===== src/rtl/core/xxtea_pkg.sv =====
// package: sizes, constants, state type and mixing function of the xxtea encryptor
package xxtea_pkg;

   localparam int WORDS     = 8;
   localparam int IDX_W     = $clog2(WORDS);
   localparam int ROUNDS    = 6 + 52 / WORDS;
   localparam int ROUND_W   = $clog2(ROUNDS);
   localparam int KEY_WORDS = 4;
   localparam int CSR_IDX_W = 8;

   localparam logic [31:0] DELTA = 32'h9E3779B9;

   localparam logic [CSR_IDX_W-1:0] CSR_KEY_0 = CSR_IDX_W'(0);
   localparam logic [CSR_IDX_W-1:0] CSR_KEY_1 = CSR_IDX_W'(1);
   localparam logic [CSR_IDX_W-1:0] CSR_KEY_2 = CSR_IDX_W'(2);
   localparam logic [CSR_IDX_W-1:0] CSR_KEY_3 = CSR_IDX_W'(3);

   typedef enum logic [2:0] {
      ST_LOAD,
      ST_PRIME0,
      ST_PRIME1,
      ST_ENC,
      ST_OUT_RD,
      ST_OUT_WR
   } state_type;

   function automatic logic [31:0] xxtea_mix(
      input logic [31:0] z,
      input logic [31:0] y,
      input logic [31:0] sum,
      input logic [31:0] k
   );
      logic [31:0] t1;
      logic [31:0] t2;
      t1 = ((z >> 5) ^ (y << 2)) + ((y >> 3) ^ (z << 4));
      t2 = (sum ^ y) + (k ^ z);
      return t1 ^ t2;
   endfunction

endpackage


===== src/rtl/core/xxtea_ram.sv =====
// generic single-write, single-read ram with registered read data
module xxtea_ram #(
   parameter int WIDTH = 32,
   parameter int DEPTH = 8
) (
   input  logic                     clock,
   input  logic                     wr_en,
   input  logic [$clog2(DEPTH)-1:0] wr_addr,
   input  logic [WIDTH-1:0]         wr_data,
   input  logic [$clog2(DEPTH)-1:0] rd_addr,
   output logic [WIDTH-1:0]         rd_data
);

   logic [WIDTH-1:0] mem_ff [DEPTH];
   logic [WIDTH-1:0] rd_data_ff;

   always_ff @(posedge clock) begin
      if (wr_en) begin
         mem_ff[wr_addr] <= wr_data;
      end
      rd_data_ff <= mem_ff[rd_addr];
   end

   assign rd_data = rd_data_ff;

endmodule


===== src/rtl/core/xxtea_block_encrypt_top.sv =====
// top level: xxtea block encryptor with block store in ram and key registers
//
//  channel | direction | handshake             | payload
//  req     | in        | req_tvalid/req_tready | req_tdata = plain_word
//  rsp     | out       | rsp_tvalid/rsp_tready | rsp_tdata = cipher_word, rsp_tlast = final_word
//  csr     | in        | csr_valid/csr_ready   | csr_index, csr_data (key words 0..3)
//
// one word loads per cycle while req_tvalid is high; after the last word the states
// ST_PRIME0 and ST_PRIME1 prime the ram read, then WORDS*ROUNDS word updates run,
// one per cycle, bound by the z recurrence through the ram read port, then each
// ciphertext word passes ST_OUT_RD and ST_OUT_WR for the registered read.
// synchronous reset sets key words to all ones and idles the block; the ram is not cleared.
// a stalled rsp holds the block in the drain; req is taken only while loading.
module xxtea_block_encrypt_top (
   input  logic                            clock,
   input  logic                            reset,
   input  logic                            req_tvalid,
   output logic                            req_tready,
   input  logic [31:0]                     req_tdata,   // [31:0] plain_word
   output logic                            rsp_tvalid,
   input  logic                            rsp_tready,
   output logic [31:0]                     rsp_tdata,   // [31:0] cipher_word
   output logic                            rsp_tlast,
   input  logic                            csr_valid,
   output logic                            csr_ready,
   input  logic [xxtea_pkg::CSR_IDX_W-1:0] csr_index,
   input  logic [31:0]                     csr_data
);
   import xxtea_pkg::*;

   state_type state_ff, state_in;

   logic [IDX_W-1:0]   load_ff, load_in;
   logic [IDX_W-1:0]   p_ff, p_in;
   logic [IDX_W-1:0]   out_ff, out_in;
   logic [ROUND_W-1:0] round_ff, round_in;
   logic [31:0]        sum_ff, sum_in;
   logic [31:0]        z_ff, z_in;
   logic [31:0]        x_ff, x_in;
   logic               fwd_ff;
   logic [31:0]        fwd_data_ff;
   logic               rsp_valid_ff, rsp_valid_in;
   logic [31:0]        rsp_data_ff, rsp_data_in;
   logic               rsp_last_ff, rsp_last_in;
   logic [31:0]        key_ff [KEY_WORDS];

   logic             wr_en;
   logic [IDX_W-1:0] wr_addr;
   logic [31:0]      wr_data;
   logic [IDX_W-1:0] rd_addr;
   logic [31:0]      ram_q;

   logic             req_accept;
   logic             rsp_free;
   logic             load_last;
   logic             p_last;
   logic             round_last;
   logic             out_last;
   logic [31:0]      y;
   logic [31:0]      z_new;
   logic [1:0]       e;
   logic [31:0]      key_sel;
   logic [IDX_W:0]   p_plus2;
   logic [IDX_W-1:0] nxt2;

   xxtea_ram #(
      .WIDTH (32),
      .DEPTH (WORDS)
   ) u_ram (
      .clock   (clock),
      .wr_en   (wr_en),
      .wr_addr (wr_addr),
      .wr_data (wr_data),
      .rd_addr (rd_addr),
      .rd_data (ram_q)
   );

   assign req_accept = req_tvalid && req_tready;
   assign rsp_free   = !rsp_valid_ff || rsp_tready;
   assign load_last  = (load_ff == IDX_W'(WORDS - 1));
   assign p_last     = (p_ff == IDX_W'(WORDS - 1));
   assign round_last = (round_ff == ROUND_W'(ROUNDS - 1));
   assign out_last   = (out_ff == IDX_W'(WORDS - 1));

   // read data, bypassed when the same entry was written in the read cycle
   assign y       = fwd_ff ? fwd_data_ff : ram_q;
   assign e       = sum_ff[3:2];
   assign key_sel = key_ff[2'(p_ff) ^ e];
   assign z_new   = x_ff + xxtea_mix(z_ff, y, sum_ff, key_sel);

   assign p_plus2 = {1'b0, p_ff} + (IDX_W + 1)'(2);
   assign nxt2    = (p_plus2 >= (IDX_W + 1)'(WORDS)) ?
                    IDX_W'(p_plus2 - (IDX_W + 1)'(WORDS)) : IDX_W'(p_plus2);

   always_comb begin
      state_in = state_ff;
      unique case (state_ff)
         ST_LOAD: begin
            if (req_accept && load_last) begin
               state_in = ST_PRIME0;
            end
         end
         ST_PRIME0: state_in = ST_PRIME1;
         ST_PRIME1: state_in = ST_ENC;
         ST_ENC: begin
            if (p_last && round_last) begin
               state_in = ST_OUT_RD;
            end
         end
         ST_OUT_RD: state_in = ST_OUT_WR;
         ST_OUT_WR: begin
            if (rsp_free) begin
               state_in = out_last ? ST_LOAD : ST_OUT_RD;
            end
         end
         default: state_in = ST_LOAD;
      endcase
   end

   always_comb begin
      load_in      = load_ff;
      p_in         = p_ff;
      out_in       = out_ff;
      round_in     = round_ff;
      sum_in       = sum_ff;
      z_in         = z_ff;
      x_in         = x_ff;
      rsp_valid_in = rsp_valid_ff && !rsp_tready;
      rsp_data_in  = rsp_data_ff;
      rsp_last_in  = rsp_last_ff;
      wr_en        = 1'b0;
      wr_addr      = p_ff;
      wr_data      = z_new;
      rd_addr      = out_ff;
      req_tready   = 1'b0;
      unique case (state_ff)
         ST_LOAD: begin
            req_tready = 1'b1;
            if (req_accept) begin
               wr_en   = 1'b1;
               wr_addr = load_ff;
               wr_data = req_tdata;
               if (load_last) begin
                  load_in = '0;
                  z_in    = req_tdata;
               end else begin
                  load_in = load_ff + IDX_W'(1);
               end
            end
         end
         ST_PRIME0: begin
            rd_addr = '0;
         end
         ST_PRIME1: begin
            rd_addr  = IDX_W'(1);
            x_in     = y;
            sum_in   = DELTA;
            p_in     = '0;
            round_in = '0;
         end
         ST_ENC: begin
            wr_en   = 1'b1;
            wr_addr = p_ff;
            wr_data = z_new;
            rd_addr = nxt2;
            x_in    = y;
            z_in    = z_new;
            out_in  = '0;
            if (p_last) begin
               p_in     = '0;
               round_in = ROUND_W'(round_ff + ROUND_W'(1));
               sum_in   = sum_ff + DELTA;
            end else begin
               p_in = p_ff + IDX_W'(1);
            end
         end
         ST_OUT_RD: begin
            rd_addr = out_ff;
         end
         ST_OUT_WR: begin
            rd_addr = out_ff;
            if (rsp_free) begin
               rsp_valid_in = 1'b1;
               rsp_data_in  = y;
               rsp_last_in  = out_last;
               out_in       = out_last ? '0 : out_ff + IDX_W'(1);
            end
         end
         default: begin
            req_tready = 1'b0;
         end
      endcase
   end

   always_ff @(posedge clock) begin
      if (reset) begin
         state_ff     <= ST_LOAD;
         load_ff      <= '0;
         p_ff         <= '0;
         out_ff       <= '0;
         round_ff     <= '0;
         fwd_ff       <= 1'b0;
         rsp_valid_ff <= 1'b0;
      end else begin
         state_ff     <= state_in;
         load_ff      <= load_in;
         p_ff         <= p_in;
         out_ff       <= out_in;
         round_ff     <= round_in;
         fwd_ff       <= wr_en && (wr_addr == rd_addr);
         rsp_valid_ff <= rsp_valid_in;
      end
      fwd_data_ff <= wr_data;
      sum_ff      <= sum_in;
      z_ff        <= z_in;
      x_ff        <= x_in;
      rsp_data_ff <= rsp_data_in;
      rsp_last_ff <= rsp_last_in;
   end

   always_ff @(posedge clock) begin
      if (reset) begin
         for (int i = 0; i < KEY_WORDS; i++) begin
            key_ff[i] <= '1;
         end
      end else if (csr_valid && csr_ready) begin
         unique case (csr_index)
            CSR_KEY_0: key_ff[0] <= csr_data;
            CSR_KEY_1: key_ff[1] <= csr_data;
            CSR_KEY_2: key_ff[2] <= csr_data;
            CSR_KEY_3: key_ff[3] <= csr_data;
            default: ;
         endcase
      end
   end

   assign csr_ready  = 1'b1;
   assign rsp_tvalid = rsp_valid_ff;
   assign rsp_tdata  = rsp_data_ff;
   assign rsp_tlast  = rsp_last_ff;

endmodule


===== config.mk =====
export PLATFORM = sky130hd
export DESIGN_NAME = xxtea_block_encrypt_top
export DESIGN_NICKNAME = d
export VERILOG_FILES = /design/src/rtl/core/xxtea_pkg.sv /design/src/rtl/core/xxtea_ram.sv /design/src/rtl/core/xxtea_block_encrypt_top.sv
export SDC_FILE = /design/constraint.sdc
export NUM_CORES = 1
export LEC_CHECK = 0
export BUFFER_PORTS_ARGS = -buffer_cell sky130_fd_sc_hd__buf_4
export CORE_ASPECT_RATIO = 1.4
export CORE_MARGIN = 5
export CORE_UTILIZATION = 40
export CTS_BUF_LIST = sky130_fd_sc_hd__clkbuf_8 sky130_fd_sc_hd__clkbuf_16
export CTS_CLUSTER_SIZE = 28
export DETAILED_ROUTE_END_ITERATION = 12
export PLACE_DENSITY = 0.68
export SYNTH_ARGS = -nofsm -noshare
export SYNTH_HDL_FRONTEND = slang
export SYNTH_SLANG_ARGS = --single-unit

===== constraint.sdc =====
create_clock -name clock -period 12.05 [get_ports clock]
set_clock_uncertainty 0.05 [all_clocks]
set_input_delay 3.615 -clock clock [delete_from_list [all_inputs] [get_ports clock]]
set_output_delay 3.615 -clock clock [all_outputs]
set_load 0.01 [all_outputs]

==> impl_results.md <==
- Status: completed
- H-tree depth: 2
- Post-synthesis cell type count: 76
- Post-cts sizing count: 0
- DR pass1 iterations: 5
- Core area: around 73,000 um^2
- Placement Cell Area: 31,600 um^2
- Ys flop type: edfxtp_1
- Mapped Cells: 2,351
- Nets: 2,643
- Full die area: 79,300 um^2
- Final setup TNS: 0 ps
- Initial drt markers: 1,392
- Synth top area cells: edfxtp_1, xnor2_1, dfxtp_1
- Global Route Usage Sum: 0.193
- Max incr delay on CP: 680 ps
- Maxcap violations: 0
- Global-route wire length before repair: 118,000 um
- Crit-path slowest cell: nor3_1
- Clk slew on worst S/H paths: 60 ps
- I/O Buffers: about 110
- CP top delay family: compound AO/OA/AOI/OAI gates
- Inst Count DP: around 3,400
- Vias/cell: 5.45
- # IOs: around 110
- Critical path class: flop to flop
- Number of global-route vias before repair: around 19,000
- Routability Congestion: 0.962
- Netlist Area Pre-Place: 29,500 um^2
- Largest net degree at the start of global routing: 103
- Final Hold Viols: 0
- Achievable Freq: 124 MHz
- Clock Sinks: 595
- Post-synth net total: 2,537
- Fin crit share: 0.668
- WP data required: roughly 12,000 ps
- Top cell type's share of synthesized area: 0.522
- Synth async-reset ratio: 0
- Die Span Y: roughly 330 um
- Layout Area Growth over Synthesis: 13.1%
- Hold Buf Count CTS: 0
- Clk_lat worst skew: ~630 ps
- Cell taking the most area after synthesis: edfxtp_1
- WL final: about 80,000 um
- Max Root-Sink Buffers: 3
- Total CTS buffers: 54
- Final Cell Area: 33,300 um^2
- Starting density of the core: 0.405
- Setup crit end kind: flop
- Worst Path Arrival: approximately 8300 ps
- Final ANT Viol Nets: 0
- Wire per inst: 22.8 um
- Final count of pins violating max slew: 0
- Hold WS: 467 ps
- Total gr overflow: 0
- Share of layout cells above drive strength 1: 0.175
- Setup violators final: 0
- Non-Filler Instances: roughly 3,500
- Initial antenna violation count: 1
- Worst-Margin Slew: between 1000 and 1500 ps
- Root Driver: clkbuf_16
- FILL cells: 6,511
- DRC errors left: 0
- Row count: 117
- CP Buf/Inv Count: 3
- RSZ-0062 raised after global routing: no
- EDFF count, synth: 513
- HP Class: flop to flop
- Crit path max fanout: 32
- Dpl hpwl: 54,500 um
- Syn Area/Cell: 12.5 um^2
- Most common cell after layout, fill and taps aside: edfxtp_1
- Final Critical Period: ~8000 ps
- Via Count: 18,800
- TritonCTS clock tree: built
- Startpoint class of the critical path: flop
- Worst rel slew slack: 0.114
- YS warnings: 0
- Register area share after synthesis: 0.578
- Die width: approximately 240 um
- Synth Register Bits: 595
- Post-CTS Repair Setup Buffers: 0
- Commonest non-fill, non-tap cells in the layout: edfxtp_1, nand2_1, xnor2_1, o21ai_0, buf_4
[area by class of cell]
type	instances	area, um^2	area share
flip-flops and latches	595	17000	0.511
multi-input cells	1602	12000	0.360
clock buffers	57	1400	0.0421
well taps	952	1190	0.0357
repair buffers	147	1100	0.0331
clock inverters	43	388	0.0116
inverters	57	214	0.00642
diodes	1	2.50	0.0000750
[metal layers]
metal / track usage / routed length, um / vias up
met5: 0 / 9 / -
met4: 0.0762 / 3490 / 2
met3: 0.0243 / 3520 / 149
met2: 0.343 / 40200 / 512
met1: 0.237 / 31400 / 9342
li1: - / - / 8830
[sequential cells by signal, summed over array words and instances (netlist names)]
name	cells
key_ff	128
rsp_tdata	32
state_ff	3
p_ff	3
rsp_tlast	1
load_ff	3
z_ff	32
round_ff	4
fwd_data_ff	32
out_ff	3
x_ff	32
fwd_ff	1
rsp_tvalid	1
sum_ff	32
u_ram.mem_ff	256
u_ram.rd_data	32
[path summary, 6_finish.rpt]
path                         end  startpoint  slack, ps  cells after the start
max reg2reg  u_ram.mem_ff[1][31]   sum_ff[2]       4000                     29
min reg2reg            out_ff[2]   out_ff[2]        470                      2
max          u_ram.mem_ff[1][31]   sum_ff[2]       4000                     29
min                    out_ff[2]   out_ff[2]        470                      2
[cells by family after synthesis]
family,synth area share
and+or+nand+nor,0.0949
DFF,0.578
other,0.000127
buffers and inverters,0.0206
xor gates and xnor gates,0.0778
muxes,0.0835
AOI/OAI and AO/OA,0.0982
adders and majority gates,0.0470
[metrics by stage]
| step | setup WS, ps | utilization |
|---|---|---|
| 2_1_floorplan | 4880 | - |
| 3_3_place_gp | 4140 | 0.433 |
| 3_5_place_dp | 3990 | 0.433 |
| 4_1_cts | 3970 | 0.457 |
| 5_1_grt | 3400 | 0.457 |
| 6_report | 4000 | 0.457 |
[worst min-delay path: cells and delay by family, from the launching register on]
kind | cells | cell delay [ps]
and+or+nand+nor | 1 | 70
DFF | 1 | 340
AOI/OAI and AO/OA | 1 | 60
[synth_stat cells, drive strengths merged, types with 4 or more instances]
library cell and n:
a2111oi 4, a211oi 14, a21boi 6, a21o 43, a21oi 104, a22oi 6, a31oi 16, and2 5
and3 9, buf 36, clkbuf 61, dfxtp 82, edfxtp 513, ha 106, inv 56, mux2 65
mux2i 99, mux4 32, nand2 215, nand2b 84, nand3 29, nand3b 5, nand4 11, nor2 88
nor2b 10, nor3 36, o211ai 43, o21a 14, o21ai 152, o21bai 17, o31ai 9, o41ai 5
or2 67, or3 8, xnor2 193, xor2 68
Power is left out: the tool's default activity adds up to more than one toggle a clock period on the data nets, which glitch-free logic cannot reach.
